## config.mk

```make
export PLATFORM = sky130hd
export DESIGN_NAME = printf_format_signature_scanner_unit
export DESIGN_NICKNAME = d
export VERILOG_FILES = /design/src/hw/rtl/pfss_pkg.sv /design/src/hw/rtl/pfss_front.sv /design/src/hw/rtl/pfss_queue.sv /design/src/hw/rtl/pfss_back.sv /design/src/hw/rtl/printf_format_signature_scanner_unit.sv
export SDC_FILE = /design/constraint.sdc
export NUM_CORES = 1
export LEC_CHECK = 0
export BUFFER_PORTS_ARGS = -buffer_cell sky130_fd_sc_hd__buf_2
export CAP_MARGIN = 20
export CORE_ASPECT_RATIO = 0.7
export CORE_MARGIN = 10
export CORE_UTILIZATION = 29
export CTS_CLUSTER_DIAMETER = 200
export DETAILED_ROUTE_END_ITERATION = 10
export PLACE_DENSITY = 0.44
export SYNTH_ARGS = -nofsm -noshare
export SYNTH_HDL_FRONTEND = slang
export SYNTH_SLANG_ARGS = --single-unit
```

## constraint.sdc

```tcl
create_clock -name clk -period 4.8 [get_ports clk]
set_input_delay 0.72 -clock clk [delete_from_list [all_inputs] [get_ports clk]]
set_output_delay 0.72 -clock clk [all_outputs]
set_load 0.1 [all_outputs]
```

## src/hw/rtl/pfss_pkg.sv

```systemverilog
`timescale 1ns / 1ps
`default_nettype none

package pfss_pkg;

  // Depth of the run queue between front and back.
  localparam int QUEUE_DEPTH = 4;
  localparam int QPTR_W      = $clog2(QUEUE_DEPTH);
  localparam int QCNT_W      = $clog2(QUEUE_DEPTH + 1);

  // All results caused by one text byte.
  typedef struct packed {
    logic       two;      // two words, else one
    logic [7:0] ch0;
    logic [7:0] ch1;
    logic       hc0;      // first word carries a character
    logic       str_end;  // run closes the string
    logic       acc;      // string accepted (valid with str_end)
  } run_t;

endpackage

`default_nettype wire

```

## src/hw/rtl/pfss_front.sv

```systemverilog
`timescale 1ns / 1ps
`default_nettype none

module pfss_front (
  input  wire logic             clk,
  input  wire logic             rst,
  input  wire logic [7:0]       text_byte,
  input  wire logic             take,
  output logic                  run_valid,
  output pfss_pkg::run_t        run
);
  import pfss_pkg::*;

  localparam logic [3:0] PH_TEXT  = 4'd0;
  localparam logic [3:0] PH_PCT   = 4'd1;
  localparam logic [3:0] PH_FLAGS = 4'd2;
  localparam logic [3:0] PH_WDIG  = 4'd3;
  localparam logic [3:0] PH_AFTW  = 4'd4;
  localparam logic [3:0] PH_PREC  = 4'd5;
  localparam logic [3:0] PH_PDIG  = 4'd6;
  localparam logic [3:0] PH_LEN   = 4'd7;
  localparam logic [3:0] PH_H     = 4'd8;
  localparam logic [3:0] PH_L     = 4'd9;
  localparam logic [3:0] PH_CONV  = 4'd10;

  logic [3:0] phase;
  logic [3:0] phase_next;
  logic       rejected;
  logic       rejected_next;

  logic [3:0] adv_phase;
  logic [1:0] adv_n;
  logic [7:0] adv_ch0;
  logic [7:0] adv_ch1;
  logic       adv_rej;
  logic       is_end;

  function automatic logic is_digit(input logic [7:0] c);
    return (c >= "0") && (c <= "9");
  endfunction

  function automatic logic is_flag(input logic [7:0] c);
    logic r;
    case (c) inside
      "-", "+", " ", "#", "0": r = 1'b1;
      default:                 r = 1'b0;
    endcase
    return r;
  endfunction

  function automatic logic is_lenmod(input logic [7:0] c);
    logic r;
    case (c) inside
      "j", "z", "t", "L", "I", "w": r = 1'b1;
      default:                      r = 1'b0;
    endcase
    return r;
  endfunction

  function automatic logic is_known(input logic [7:0] c);
    logic r;
    case (c) inside
      "d", "i", "o", "u", "x", "X", "f", "F", "e", "E",
      "g", "G", "a", "A", "c", "s", "p": r = 1'b1;
      default:                           r = 1'b0;
    endcase
    return r;
  endfunction

  assign is_end = (text_byte == 8'd0);

  // Phase step: each phase either settles or falls through to a later one.
  always_comb begin
    logic fall_flags;
    logic fall_aftw;
    logic fall_len;
    logic fall_conv;
    fall_flags = 1'b0;
    fall_aftw  = 1'b0;
    fall_len   = 1'b0;
    fall_conv  = 1'b0;
    adv_phase  = PH_TEXT;
    adv_n      = 2'd0;
    adv_ch0    = 8'd0;
    adv_ch1    = 8'd0;
    adv_rej    = 1'b0;

    unique case (phase)
      PH_PCT: begin
        if (text_byte != "%") fall_flags = 1'b1;
      end
      PH_FLAGS: fall_flags = 1'b1;
      PH_WDIG: begin
        if (is_digit(text_byte)) adv_phase = PH_WDIG;
        else fall_aftw = 1'b1;
      end
      PH_AFTW: fall_aftw = 1'b1;
      PH_PREC: begin
        if (text_byte == "*") begin
          adv_n = 2'd1; adv_ch0 = text_byte; adv_phase = PH_LEN;
        end else if (is_digit(text_byte)) begin
          adv_phase = PH_PDIG;
        end else begin
          fall_len = 1'b1;
        end
      end
      PH_PDIG: begin
        if (is_digit(text_byte)) adv_phase = PH_PDIG;
        else fall_len = 1'b1;
      end
      PH_LEN: fall_len = 1'b1;
      PH_H: begin
        if (text_byte == "h") begin
          adv_n = 2'd1; adv_ch0 = text_byte; adv_phase = PH_CONV;
        end else begin
          fall_conv = 1'b1;
        end
      end
      PH_L: begin
        if (text_byte == "l") begin
          adv_n = 2'd1; adv_ch0 = text_byte; adv_phase = PH_CONV;
        end else begin
          fall_conv = 1'b1;
        end
      end
      PH_CONV: fall_conv = 1'b1;
      default: adv_phase = (text_byte == "%") ? PH_PCT : PH_TEXT;
    endcase

    if (fall_flags) begin
      if (is_flag(text_byte)) begin
        adv_phase = PH_FLAGS;
      end else if (text_byte == "*") begin
        adv_n = 2'd1; adv_ch0 = text_byte; adv_phase = PH_AFTW;
      end else if (is_digit(text_byte)) begin
        adv_phase = PH_WDIG;
      end else begin
        fall_aftw = 1'b1;
      end
    end

    if (fall_aftw) begin
      if (text_byte == ".") adv_phase = PH_PREC;
      else fall_len = 1'b1;
    end

    if (fall_len) begin
      if (text_byte == "h") begin
        adv_n = 2'd1; adv_ch0 = text_byte; adv_phase = PH_H;
      end else if (text_byte == "l") begin
        adv_n = 2'd1; adv_ch0 = text_byte; adv_phase = PH_L;
      end else if (is_lenmod(text_byte)) begin
        adv_n = 2'd1; adv_ch0 = text_byte; adv_phase = PH_CONV;
      end else begin
        fall_conv = 1'b1;
      end
    end

    if (fall_conv) begin
      adv_phase = PH_TEXT;
      if (text_byte == "n") begin
        adv_rej = 1'b1;
      end else if (is_known(text_byte)) begin
        adv_n = 2'd2; adv_ch0 = text_byte; adv_ch1 = ";";
      end else begin
        adv_n = 2'd2; adv_ch0 = "!"; adv_ch1 = ";";
      end
    end
  end

  // Build the run; a rejected string emits nothing until its terminator.
  always_comb begin
    logic [1:0] n;
    n = rejected ? 2'd0 : adv_n;
    run.ch0     = adv_ch0;
    run.ch1     = adv_ch1;
    run.two     = (n == 2'd2);
    run.hc0     = (n != 2'd0);
    run.str_end = is_end;
    run.acc     = is_end & ~rejected;
    run_valid   = take & ((n != 2'd0) | is_end);
  end

  always_comb begin
    phase_next    = phase;
    rejected_next = rejected;
    if (take) begin
      if (is_end) begin
        phase_next    = PH_TEXT;
        rejected_next = 1'b0;
      end else if (!rejected) begin
        phase_next    = adv_phase;
        rejected_next = adv_rej;
      end
    end
  end

  always_ff @(posedge clk) begin
    if (rst) begin
      phase    <= PH_TEXT;
      rejected <= 1'b0;
    end else begin
      phase    <= phase_next;
      rejected <= rejected_next;
    end
  end

endmodule

`default_nettype wire

```

## src/hw/rtl/pfss_queue.sv

```systemverilog
`timescale 1ns / 1ps
`default_nettype none

module pfss_queue (
  input  wire logic            clk,
  input  wire logic            rst,
  input  wire logic            wr_en,
  input  wire pfss_pkg::run_t  wr_data,
  output logic                 q_full,
  output logic                 q_valid,
  input  wire logic            rd_en,
  output pfss_pkg::run_t       rd_data
);
  import pfss_pkg::*;

  run_t              slot [QUEUE_DEPTH];
  logic [QPTR_W-1:0] wr_ptr;
  logic [QPTR_W-1:0] rd_ptr;
  logic [QCNT_W-1:0] count;

  assign q_full  = (count == QCNT_W'(QUEUE_DEPTH));
  assign q_valid = (count != '0);
  assign rd_data = slot[rd_ptr];

  always_ff @(posedge clk) begin
    if (wr_en) slot[wr_ptr] <= wr_data;
  end

  always_ff @(posedge clk) begin
    if (rst) begin
      wr_ptr <= '0;
      rd_ptr <= '0;
      count  <= '0;
    end else begin
      if (wr_en) wr_ptr <= wr_ptr + 1'b1;
      if (rd_en) rd_ptr <= rd_ptr + 1'b1;
      case ({wr_en, rd_en})
        2'b10:   count <= count + 1'b1;
        2'b01:   count <= count - 1'b1;
        default: count <= count;
      endcase
    end
  end

endmodule

`default_nettype wire

```

## src/hw/rtl/pfss_back.sv

```systemverilog
`timescale 1ns / 1ps
`default_nettype none

module pfss_back (
  input  wire logic            clk,
  input  wire logic            rst,
  input  wire logic            q_valid,
  input  wire pfss_pkg::run_t  q_data,
  output logic                 q_pop,
  input  wire logic            pop,
  output logic                 empty,
  output logic [7:0]           sig_char,
  output logic                 has_char,
  output logic                 string_end,
  output logic                 accepted,
  output logic                 last_of_run
);
  import pfss_pkg::*;

  run_t cur;
  logic out_valid;
  logic idx;
  logic last;
  logic word_done;

  assign last      = ~cur.two | idx;
  assign word_done = out_valid & pop;
  // Load the next run when the holding register frees up.
  assign q_pop     = q_valid & (~out_valid | (word_done & last));

  assign empty       = ~out_valid;
  assign sig_char    = idx ? cur.ch1 : cur.ch0;
  assign has_char    = idx | cur.hc0;
  assign string_end  = cur.str_end & last;
  assign accepted    = cur.acc & last;
  assign last_of_run = last;

  always_ff @(posedge clk) begin
    if (q_pop) cur <= q_data;
  end

  always_ff @(posedge clk) begin
    if (rst) begin
      out_valid <= 1'b0;
      idx       <= 1'b0;
    end else if (q_pop) begin
      out_valid <= 1'b1;
      idx       <= 1'b0;
    end else if (word_done) begin
      if (last) begin
        out_valid <= 1'b0;
        idx       <= 1'b0;
      end else begin
        idx <= 1'b1;
      end
    end
  end

  a_nochar_is_end: assert property (@(posedge clk) disable iff (rst)
    out_valid && !has_char |-> string_end)
    else $error("word without character that does not end the string");

  a_acc_at_end: assert property (@(posedge clk) disable iff (rst)
    out_valid && accepted |-> string_end && last_of_run)
    else $error("accepted flag outside a string end");

  a_second_word: assert property (@(posedge clk) disable iff (rst)
    out_valid && pop && !last |=> out_valid && idx && $stable(cur))
    else $error("second word of a run lost");

  a_idx_two: assert property (@(posedge clk) disable iff (rst)
    out_valid && idx |-> cur.two)
    else $error("second word of a one-word run");

endmodule

`default_nettype wire

```

## src/hw/rtl/printf_format_signature_scanner_unit.sv

```systemverilog
`timescale 1ns / 1ps
`default_nettype none

// Channel  | Handshake     | Word
// ---------+---------------+--------------------------------------------------
// input    | push / full   | text_byte
// result   | pop / empty   | sig_char, has_char, string_end, accepted,
//          |               | last_of_run
//
// One text byte is taken per cycle while full is low; the phase machine settles
// it in that cycle. A byte gives zero, one or two result words; the back end
// sends one word per cycle while pop is high, so two-word bytes hold it longer.
// A four-run queue between front and back absorbs those bursts; full rises
// only when the queue holds four runs.
// rst clears the phase, the reject flag, the queue count and output valid flag.

module printf_format_signature_scanner_unit (
  input  wire logic       clk,
  input  wire logic       rst,
  input  wire logic [7:0] text_byte,
  input  wire logic       push,
  output logic            full,
  output logic [7:0]      sig_char,
  output logic            has_char,
  output logic            string_end,
  output logic            accepted,
  output logic            last_of_run,
  output logic            empty,
  input  wire logic       pop
);
  import pfss_pkg::*;

  logic take;
  logic run_valid;
  run_t run;
  logic q_full;
  logic q_valid;
  logic q_pop;
  run_t q_data;

  assign full = q_full;
  assign take = push & ~q_full;

  pfss_front u_front (
    .clk       (clk),
    .rst       (rst),
    .text_byte (text_byte),
    .take      (take),
    .run_valid (run_valid),
    .run       (run)
  );

  pfss_queue u_queue (
    .clk     (clk),
    .rst     (rst),
    .wr_en   (run_valid),
    .wr_data (run),
    .q_full  (q_full),
    .q_valid (q_valid),
    .rd_en   (q_pop),
    .rd_data (q_data)
  );

  pfss_back u_back (
    .clk         (clk),
    .rst         (rst),
    .q_valid     (q_valid),
    .q_data      (q_data),
    .q_pop       (q_pop),
    .pop         (pop),
    .empty       (empty),
    .sig_char    (sig_char),
    .has_char    (has_char),
    .string_end  (string_end),
    .accepted    (accepted),
    .last_of_run (last_of_run)
  );

endmodule

`default_nettype wire
```

==> flow_summary.yaml <==
logic_synthesis:
  synthCells: 329
  synthTopCellsByCount: "edfxtp_1, nor2_1, nand2_1"
  yosys.cell_count.top_type: "edfxtp_1"
  syn_area_sq_mm: 0.003979
  synth_cell_type_count: 65
  synth-edff-count: 65
  syn_avg_cell_area_sq_um: 12.09
  yosysSeqAreaShare_pct: 56.10
  async_reset_ff_share_pct: 0
  synth_top_area_share_pct: 49.06
  synth_area_leaders: "edfxtp_1, mux4_2, dfxtp_1, nor2_1, o21ai_0"
  ys_ff_latch: 79
  yosys_warnings: 0
  synthFlopType: "edfxtp_1"
  synth_top_cell_by_area: "edfxtp_1"
sta:
  finalSetupTns_ns: 0
  rsz0062_at_grt: "false"
  whs_ns: 0.4833
  timing.final.crit_share_pct: 79.00
  drv_slew: 0
  slew_headroom_pct: 49.00
  finalClockSkew_ns: 0.005815
  worst_slew_pin_slew_ns: 0.7639
  period_minus_slack_ns: 3.792
  hold_viol: 0
  finalSetupViolations: 0
  max_freq_mhz: 263.7
floorplanning:
  io_pins: 26
  initial_utilization_pct: 29.89
  row_count: 35
  dieArea_sq_mm: 0.01888
  fp.dieH_microns: 118
  die_x_microns: 160
  coreArea_sq_mm: 0.01331
place:
  place_inst: 529
  gp_congestion: 0.8381
  dpl_cell_area_sq_mm: 0.004315
  numPortBuffers: 25
  dp_hpwl_microns: 6375
setup_path:
  r2r_cells: 14
  critPathKind: "in -> reg"
  timing.critical_path.from: "text_byte[2]"
  critPathRequiredTime_ns: 5.06
  worstSetupStartpointType: "input pin"
  path_max_fanout: 18
  cpPeakStageDelay_ns: 0.49
  r2r_start: "u_front.phase[1]"
  end_kind: "register"
  arrival_ns: 4.05
  cp_cell_sequence: "buf_2 > nand2b_1 > nor3_1 > nor3b_1 > o22ai_1 > and3_1 > nor2_1 > a31oi_2 > inv_1 > ha_1 > inv_1 > fa_1 > xor2_1 > or3_1 > a21oi_1"
  cp_slowest_cell: "nor3_1"
  worst_path_most_repeated_cell: "inv_1"
clocking:
  clock_latency_ns: 0.33
  root_buffer: "clkbuf_16"
  htreeDepth: 3
  cts_tree: "built"
  ctsResizeCount: 0
  post_cts_buffers: 0
  cts.sinks: 79
  cts.clk_slew.worst_paths_ns: 0.06
  cts.path.max_buffers: 2
  postCtsHoldBufs: 0
  cts_buffers: 9
detailed_routing:
  final_antenna_net_count: 0
  dr.pass1.iters: 4
  via_per_inst: 4.771
  drt-total-wl_microns: 9197
  drc: 0
  vias: 2605
  wl_per_cell_microns: 16.84
  drt_iter0_markers: 144
global_routing:
  grt_max_degree: 19
  antenna_found_initial: 0
  grt_pass1_vias: 2534
  grt_usage_pct: 9.826
  grt_pass1_wl_microns: 14630
  overflow: 0
finish:
  nets: 374
  multi_input_area_sq_mm: 0.001618
  area_delta_synth_final_pct: 17.61
  final_area_sq_mm: 0.004679
  fillers: 1354
  antenna_cells: 0
  finalNonFillerCells: 546
  seqCellArea_sq_mm: 0.002232
  fin_util_pct: 35.15
  drive_gt1_share_pct: 20.78
flow_run:
  drv_cap: 0
power:
  vdd_drop_max_v: 0.0004616
  p_leak_uw: 0.001631
  pwr_density_cell_mw_per_mm2: 535.4
worst_hold_path:
  hp-class: "reg -> reg"
  min_path_cells: 2
  hold_path.startpoint: "u_back.out_valid"
outcome:
  outcome: "completed"
path summary, 6_finish.rpt:
kind	endpoint	slack [ns]
setup reg to reg	u_queue.count[2]	1.28
hold / removal	u_back.out_valid	0.48
setup / recovery	u_queue.count[2]	1.01
hold reg to reg	u_back.out_valid	0.48
cells in the final DEF, fill, tap and decap left out, types with 4 or more instances in the layout:
master and count:
a21oi_1 12, a31oi_1 6, and2_1 9, buf_2 25
buf_4 6, clkbuf_16 9, conb_1 4, dfxtp_1 14
edfxtp_1 65, ha_1 5, inv_1 16, mux4_2 13
nand2_1 18, nand2b_1 12, nor2_1 23, nor2b_1 10
nor3_1 6, o21ai_0 16, o31ai_1 4, or3_1 5
xor2_1 6
state kept, by name (all words and copies together) (netlist names):
signal            count
u_back.idx            1
u_queue.slot         52
u_queue.count         3
u_back.cur           13
u_front.rejected      1
u_back.out_valid      1
u_front.phase         4
u_queue.rd_ptr        2
u_queue.wr_ptr        2
worst max-delay path: cells and delay by family:
kind	cells	cell delay [ns]
fa+ha+maj	2	0.60
xor+xnor	1	0.15
compound gates	3	0.48
simple gates	6	1.65
buf+inv	3	0.45
per-layer routing:
metal	up-vias	share of wire, %	routed length, microns	global-route usage [%]
met2	58	40	3709	13.03
met1	1257	53	4905	14.69
met5	-	0	0	0
li1	1283	-	-	-
met4	0	1.0	95	2.574
met3	7	5.3	486	3.110
through the flow:
stage               setup WS (ns)  power, uW
finish                      1.008       2505
global route               0.6650       2626
CTS                         1.005       2525
detailed placement         0.6577       1758
global placement           0.7735       1754
floorplan                   1.118       1594
kinds of logic (layout without fill, tap and decap cells):
family	Yosys count	count (layout)	synth area share, %
AOI/OAI and AO/OA	68	68	11.64
buffers and inverters	36	65	3.616
and+or+nand+nor	112	112	15.79
xor gates and xnor gates	9	9	1.981
DFF	79	79	56.10
muxes	18	18	8.711
adders and majority gates	6	6	2.075
other	1	4	0.09425
power by group:
group | switching [uW] | internal, uW
clock | 254 | 504
sequential | 40.3 | 834
combinational | 687 | 186
total | 982 | 1520
layout make-up:
class | instances | share of cell area (%)
Sequential cell | 79 | 47.70
Multi-Input combinational cell | 217 | 34.57
Tap cell | 185 | 4.947
Clock buffer | 9 | 4.813
Timing Repair Buffer | 32 | 4.225
Clock inverter | 7 | 2.380
Inverter | 17 | 1.364
(Power assumes the default switching activity.)
